<file path="src/sv/gfr_pkg.sv">
package gfr_pkg;

  localparam int unsigned STORE_DEPTH = 1024;
  localparam int unsigned ADDR_W      = $clog2(STORE_DEPTH);

  localparam logic [2:0] CMD_PIXEL  = 3'd0;
  localparam logic [2:0] CMD_CHAR   = 3'd1;
  localparam logic [2:0] CMD_CURSOR = 3'd2;
  localparam logic [2:0] CMD_CLEAR  = 3'd3;
  localparam logic [2:0] CMD_READ   = 3'd4;

  localparam int unsigned GLYPH_COLS    = 5;
  localparam int unsigned GLYPH_PITCH   = 6;
  localparam int unsigned GLYPH_COUNT   = 39;
  localparam logic [5:0]  GLYPH_SPACE   = 6'd0;
  localparam logic [5:0]  GLYPH_DIGIT0  = 6'd1;
  localparam logic [5:0]  GLYPH_LETTER  = 6'd11;
  localparam logic [5:0]  GLYPH_PERIOD  = 6'd37;
  localparam logic [5:0]  GLYPH_HYPHEN  = 6'd38;

  // one glyph per entry, column 0 in the low byte
  localparam logic [39:0] FONT [GLYPH_COUNT] = '{
    40'h00_00_00_00_00,
    40'h3E_45_49_51_3E, 40'h00_40_7F_42_00, 40'h46_49_51_61_42, 40'h31_4B_45_41_21,
    40'h10_7F_12_14_18, 40'h39_45_45_45_27, 40'h30_49_49_4A_3C, 40'h03_05_09_71_01,
    40'h36_49_49_49_36, 40'h1E_29_49_49_06,
    40'h7E_11_11_11_7E, 40'h36_49_49_49_7F, 40'h22_41_41_41_3E, 40'h1C_22_41_41_7F,
    40'h41_49_49_49_7F, 40'h01_09_09_09_7F, 40'h7A_49_49_41_3E, 40'h7F_08_08_08_7F,
    40'h00_41_7F_41_00, 40'h01_3F_41_40_20, 40'h41_22_14_08_7F, 40'h40_40_40_40_7F,
    40'h7F_02_0C_02_7F, 40'h7F_10_08_04_7F, 40'h3E_41_41_41_3E, 40'h06_09_09_09_7F,
    40'h5E_21_51_41_3E, 40'h46_29_19_09_7F, 40'h31_49_49_49_46, 40'h01_01_7F_01_01,
    40'h3F_40_40_40_3F, 40'h1F_20_40_20_1F, 40'h3F_40_38_40_3F, 40'h63_14_08_14_63,
    40'h07_08_70_08_07, 40'h43_45_49_51_61,
    40'h00_00_60_60_00,
    40'h08_08_08_08_08
  };

  typedef enum logic [1:0] {
    WSEL_PIXEL,
    WSEL_GLYPH,
    WSEL_CLEAR
  } wsel_e;

  typedef struct packed {
    logic  load;
    logic  set_ign;
    logic  rd_en;
    logic  wr_en;
    wsel_e wsel;
    logic  cnt_clr;
    logic  cnt_inc;
    logic  cur_wrap;
    logic  cur_set;
    logic  cur_zero;
    logic  cur_adv;
    logic  out_load;
  } ctl_t;

  typedef struct packed {
    logic [2:0] cmd;
    logic       pix_oob;
    logic       rd_oob;
    logic       page_oob;
    logic       need_wrap;
    logic       wrap_oob;
    logic       glyph_last;
    logic       sweep_last;
  } sts_t;

  function automatic logic [5:0] glyph_slot(input logic [7:0] code);
    logic [7:0] up;
    up = code;
    if (code == 8'h2E) return GLYPH_PERIOD;
    if (code == 8'h2D) return GLYPH_HYPHEN;
    if (code >= 8'h30 && code <= 8'h39) return GLYPH_DIGIT0 + 6'(code - 8'h30);
    if (code >= 8'h61 && code <= 8'h7A) up = code - 8'h20;
    if (up >= 8'h41 && up <= 8'h5A) return GLYPH_LETTER + 6'(up - 8'h41);
    return GLYPH_SPACE;
  endfunction

  function automatic logic [7:0] font_col(input logic [5:0] slot, input logic [2:0] k);
    logic [39:0] g;
    g = FONT[slot];
    return g[{k, 3'b000} +: 8];
  endfunction

endpackage

</file>
<file path="src/sv/gfr_ctrl.sv">
module gfr_ctrl (
  input  logic          clk_i,
  input  logic          rst_ni,
  input  logic          in_valid_i,
  output logic          in_ready_o,
  output logic          out_valid_o,
  input  logic          out_ready_i,
  input  gfr_pkg::sts_t sts_i,
  output gfr_pkg::ctl_t ctl_o
);

  import gfr_pkg::*;

  localparam logic [2:0] S_BOOT   = 3'd0;
  localparam logic [2:0] S_IDLE   = 3'd1;
  localparam logic [2:0] S_DECODE = 3'd2;
  localparam logic [2:0] S_PIXWR  = 3'd3;
  localparam logic [2:0] S_GLYPH  = 3'd4;
  localparam logic [2:0] S_CLEAR  = 3'd5;
  localparam logic [2:0] S_DONE   = 3'd6;

  logic [2:0] state_q, state_d;
  logic       out_valid_q, out_valid_d;

  assign in_ready_o  = state_q == S_IDLE;
  assign out_valid_o = out_valid_q;

  always_comb begin
    ctl_o   = '0;
    state_d = state_q;
    unique case (state_q)
      S_BOOT: begin
        ctl_o.wr_en   = 1'b1;
        ctl_o.wsel    = WSEL_CLEAR;
        ctl_o.cnt_inc = 1'b1;
        if (sts_i.sweep_last) begin
          state_d = S_IDLE;
        end
      end
      S_IDLE: begin
        if (in_valid_i) begin
          ctl_o.load = 1'b1;
          state_d    = S_DECODE;
        end
      end
      S_DECODE: begin
        state_d = S_DONE;
        unique case (sts_i.cmd)
          CMD_PIXEL: begin
            if (sts_i.pix_oob) begin
              ctl_o.set_ign = 1'b1;
            end else begin
              ctl_o.rd_en = 1'b1;
              state_d     = S_PIXWR;
            end
          end
          CMD_CHAR: begin
            ctl_o.cnt_clr = 1'b1;
            if (sts_i.page_oob) begin
              ctl_o.set_ign = 1'b1;
            end else if (sts_i.need_wrap) begin
              ctl_o.cur_wrap = 1'b1;
              if (sts_i.wrap_oob) begin
                ctl_o.set_ign = 1'b1;
              end else begin
                state_d = S_GLYPH;
              end
            end else begin
              state_d = S_GLYPH;
            end
          end
          CMD_CURSOR: ctl_o.cur_set = 1'b1;
          CMD_CLEAR: begin
            ctl_o.cur_zero = 1'b1;
            ctl_o.cnt_clr  = 1'b1;
            state_d        = S_CLEAR;
          end
          CMD_READ: begin
            if (sts_i.rd_oob) begin
              ctl_o.set_ign = 1'b1;
            end else begin
              ctl_o.rd_en = 1'b1;
            end
          end
          default: state_d = S_DONE;
        endcase
      end
      S_PIXWR: begin
        ctl_o.wr_en = 1'b1;
        ctl_o.wsel  = WSEL_PIXEL;
        state_d     = S_DONE;
      end
      S_GLYPH: begin
        ctl_o.wr_en   = 1'b1;
        ctl_o.wsel    = WSEL_GLYPH;
        ctl_o.cnt_inc = 1'b1;
        if (sts_i.glyph_last) begin
          ctl_o.cur_adv = 1'b1;
          state_d       = S_DONE;
        end
      end
      S_CLEAR: begin
        ctl_o.wr_en   = 1'b1;
        ctl_o.wsel    = WSEL_CLEAR;
        ctl_o.cnt_inc = 1'b1;
        if (sts_i.sweep_last) begin
          state_d = S_DONE;
        end
      end
      S_DONE: begin
        if (!out_valid_q || out_ready_i) begin
          ctl_o.out_load = 1'b1;
          state_d        = S_IDLE;
        end
      end
      default: state_d = S_IDLE;
    endcase
  end

  assign out_valid_d = (out_valid_q && !out_ready_i) || ctl_o.out_load;

  always_ff @(posedge clk_i or negedge rst_ni) begin
    if (!rst_ni) begin
      state_q     <= S_BOOT;
      out_valid_q <= 1'b0;
    end else begin
      state_q     <= state_d;
      out_valid_q <= out_valid_d;
    end
  end

endmodule

</file>
<file path="config.mk">
export PLATFORM = sky130hd
export DESIGN_NAME = gfr_ctrl
export DESIGN_NICKNAME = d
export VERILOG_FILES = /design/src/sv/gfr_pkg.sv /design/src/sv/gfr_ctrl.sv
export SDC_FILE = /design/constraint.sdc
export NUM_CORES = 1
export LEC_CHECK = 0
export BUFFER_PORTS_ARGS = -buffer_cell sky130_fd_sc_hd__buf_2
export CAP_MARGIN = 20
export CORE_AREA = 4 4 41 43
export CTS_CLUSTER_DIAMETER = 200
export DETAILED_ROUTE_END_ITERATION = 8
export DIE_AREA = 0 0 45 47
export PLACE_DENSITY = 0.69
export SLEW_MARGIN = 20
export SYNTH_ARGS = -nofsm -noshare
export SYNTH_HDL_FRONTEND = slang
export SYNTH_SLANG_ARGS = --single-unit
</file>
<file path="constraint.sdc">
create_clock -name clk_i -period 2.9 [get_ports clk_i]
set_clock_uncertainty 0.1 [all_clocks]
set_input_delay 0 -clock clk_i [delete_from_list [all_inputs] [get_ports clk_i]]
set_output_delay 0 -clock clk_i [all_outputs]
set_load 0.005 [all_outputs]
</file>
==> impl_metrics.json <==
{
  "ys_types": 33,
  "place_area_sq_um": 608,
  "gp_congestion": 0.718,
  "r2r_setup_slack_ns": 1.31,
  "min-delay-start": "in_valid_i",
  "critPathSlowestCell": "dfrtp_1",
  "rsz0062_at_grt": "false",
  "hold_depth": 4,
  "grt.overflow.total": 0,
  "cp.required_ns": 2.80,
  "via_count": 530,
  "synth_edf_count": 0,
  "async_reset_ff_share_pct": 100,
  "cts_tree": "done",
  "start_kind": "register",
  "path_cells": "nand2b_4, nor2_2, nor4b_1, buf_2",
  "root_buffer": "clkbuf_4",
  "design_area_sq_um": 651,
  "status": "complete, no violations",
  "cts_made_buffers": 3,
  "grt_pass1_vias": 475,
  "power-per-cell-area_nw_per_um2": 849,
  "total_power_w": 0.000552,
  "dr.pass1.iters": 4,
  "vias_per_cell": 5.15,
  "syn_avg_cell_area_sq_um": 8.21,
  "dieWidth_microns": 45,
  "power_leakage_nw": 0.325,
  "yosys_warnings": 0,
  "drt-total-wl_microns": 1150,
  "critPathArrivalTime_ns": 1.59,
  "io_pins": 29,
  "final_hold_viol_count": 0,
  "synth_flop_cell": "dfrtp_1",
  "drt_iter0_drc": 3,
  "coreArea_sq_um": 1300,
  "cpPeakStageDelay_ns": 0.68,
  "min_period_ns": 1.69,
  "cp_top_family": "flip-flops",
  "antenna_cells": 0,
  "clk_latency_ns": 0.24,
  "route.detailed.drc": 0,
  "synth-seq-area-share_pct": 20.7,
  "synthTopCellsByArea": "dfrtp_1, nand2b_1, nor3b_2, buf_6, nor2_1",
  "clkTransAtPathRegs_ns": 0.04,
  "ff2ff_path_depth": 4,
  "worstSetupPathType": "reg -> out",
  "post-cts-setup-buffers": 0,
  "htreeDepth": 1,
  "grt_max_degree": 19,
  "io_buffers": 28,
  "rr_endpoint": "state_q[0]",
  "start_util_pct": 37.2,
  "syn-num-nets": 73,
  "netlist.area_leader.share_pct": 20.7,
  "hold_class": "in -> reg",
  "grtUsageTotal_pct": 12.0,
  "slew_headroom_pct": 61.1,
  "antenna_found_initial": 0,
  "worst_slew_pin_slew_ns": 0.583,
  "rows": 13,
  "synth_area_leader_cell": "dfrtp_1",
  "antenna_left": 0,
  "min_period_over_period_pct": 58.1,
  "post_synth_inst_count": 59,
  "hold_end": "state_q[0]",
  "area_delta_synth_final_pct": 34.4,
  "dieArea_sq_um": 2120,
  "setup_viol": 0,
  "cp_max_fo": 15,
  "tns_ns": 0,
  "max_freq_ghz": 0.593,
  "grt_pass1_wl_microns": 1840,
  "cts_num_sinks": 4,
  "drive_gt1_share_pct": 46.6,
  "r2r_start": "state_q[2]",
  "slew_violations": 0,
  "vdd_ir_drop_max_mv": 0.408,
  "post_drt_wl_per_cell_microns": 11.2,
  "yosys_register_bits": 4,
  "dp_hpwl_microns": 917,
  "clockBufferDepth": 2,
  "die_h_microns": 47,
  "drv_cap": 0,
  "endpoint_kind": "output port",
  "synth_area_sq_um": 484,
  "critPathBufInv": 1,
  "nets": 104
}
flip-flops by register name, summed over array words and instances, names as in the netlist:
register	flops
state_q	3
out_valid_o	1
layer usage:
metal | vias to the layer above | share of wire, % | track usage, %
met4 | 0 | 1.5 | 7.02
met1 | 231 | 42 | 14.7
met3 | 2 | 10 | 1.15
met5 | - | 0 | 0
met2 | 26 | 46 | 20.6
li1 | 271 | - | -
cell type report:
type                    count  area (sq um)
flip-flops and latches      4           100
fillers                   136           651
inverters                   2          7.51
multi-input cells          49           342
repair buffers             30           160
clock buffers               3          22.5
well taps                  15          18.8
repair_timing:
| action | CTS | global route |
|---|---|---|
| resized for setup | 0 | 0 |
| endpoints found under the hold margin | 4 | 0 |
| endpoints found under the setup margin | 0 | 0 |
| hold buffers | 2 | 0 |
logic make-up (layout without fill, tap and decap cells):
kind of cell	Yosys count	count (layout)	synth area share, %
buffers and inverters	6	35	8.79
AO/OA/AOI/OAI	12	12	15.8
XOR/XNOR	1	1	1.81
multiplexers	3	3	6.46
flip-flops	4	4	20.7
AND/OR/NAND/NOR	33	33	46.5
worst reg2reg max path: stages, from the launching register on:
cell and delay [ns]:
dfrtp_1 0.70, mux2i_1 0.25, mux2i_1 0.09, o221ai_1 0.23, o21ai_1 0.11
synth_stat cells, types with 2 or more instances:
| cell type | instances |
|---|---|
| o21ai_1 | 2 |
| nor2b_1 | 3 |
| and2_1 | 2 |
| and3_1 | 2 |
| buf_6 | 2 |
| dfrtp_1 | 4 |
| mux2i_1 | 2 |
| nor4_1 | 2 |
| a21oi_1 | 3 |
| inv_1 | 2 |
| o21ai_0 | 2 |
| nor3b_2 | 2 |
| nor4b_1 | 2 |
| nor2_1 | 6 |
| nand2b_1 | 4 |
| nor3_1 | 2 |
worst max path at each step:
stage | start | end | cells after the start
6_report | state_q[1] | ctl_o[3] | 4
5_1_grt | state_q[1] | ctl_o[3] | 4
4_1_cts | state_q[1] | ctl_o[3] | 4
3_5_place_dp | state_q[2] | state_q[0] | 4
3_3_place_gp | state_q[2] | state_q[1] | 4
2_1_floorplan | state_q[2] | state_q[0] | 5
power by group:
group | leakage, nW | switching [W] | internal [W]
registers | 0.0485 | 0.0000948 | 0.0000832
clock network | 0.0138 | 0.0000240 | 0.0000464
logic | 0.263 | 0.000128 | 0.000176
total | 0.325 | 0.000247 | 0.000305
through the flow:
stage | setup WS [ns] | cells | hold WS, ns | util, %
after floorplan | 1.64 | 59 | -0.396 | -
after global placement | 1.38 | 98 | -0.295 | 46.7
after detailed placement | 1.31 | 98 | -0.295 | 46.7
after CTS | 1.19 | 103 | 0.0431 | 50.0
after global routing | 1.09 | 103 | 0.109 | 50.0
final | 1.21 | 103 | 0.0408 | 50.0
cell usage in the layout, fill, tap and decap left out, types with 3 or more instances in the layout:
cell and count:
nand2b_1 4, dfrtp_1 4, buf_2 28, a21oi_1 3, nor2b_1 3, clkbuf_4 3
nor2_1 6
Power figures use the tool's default switching activity.
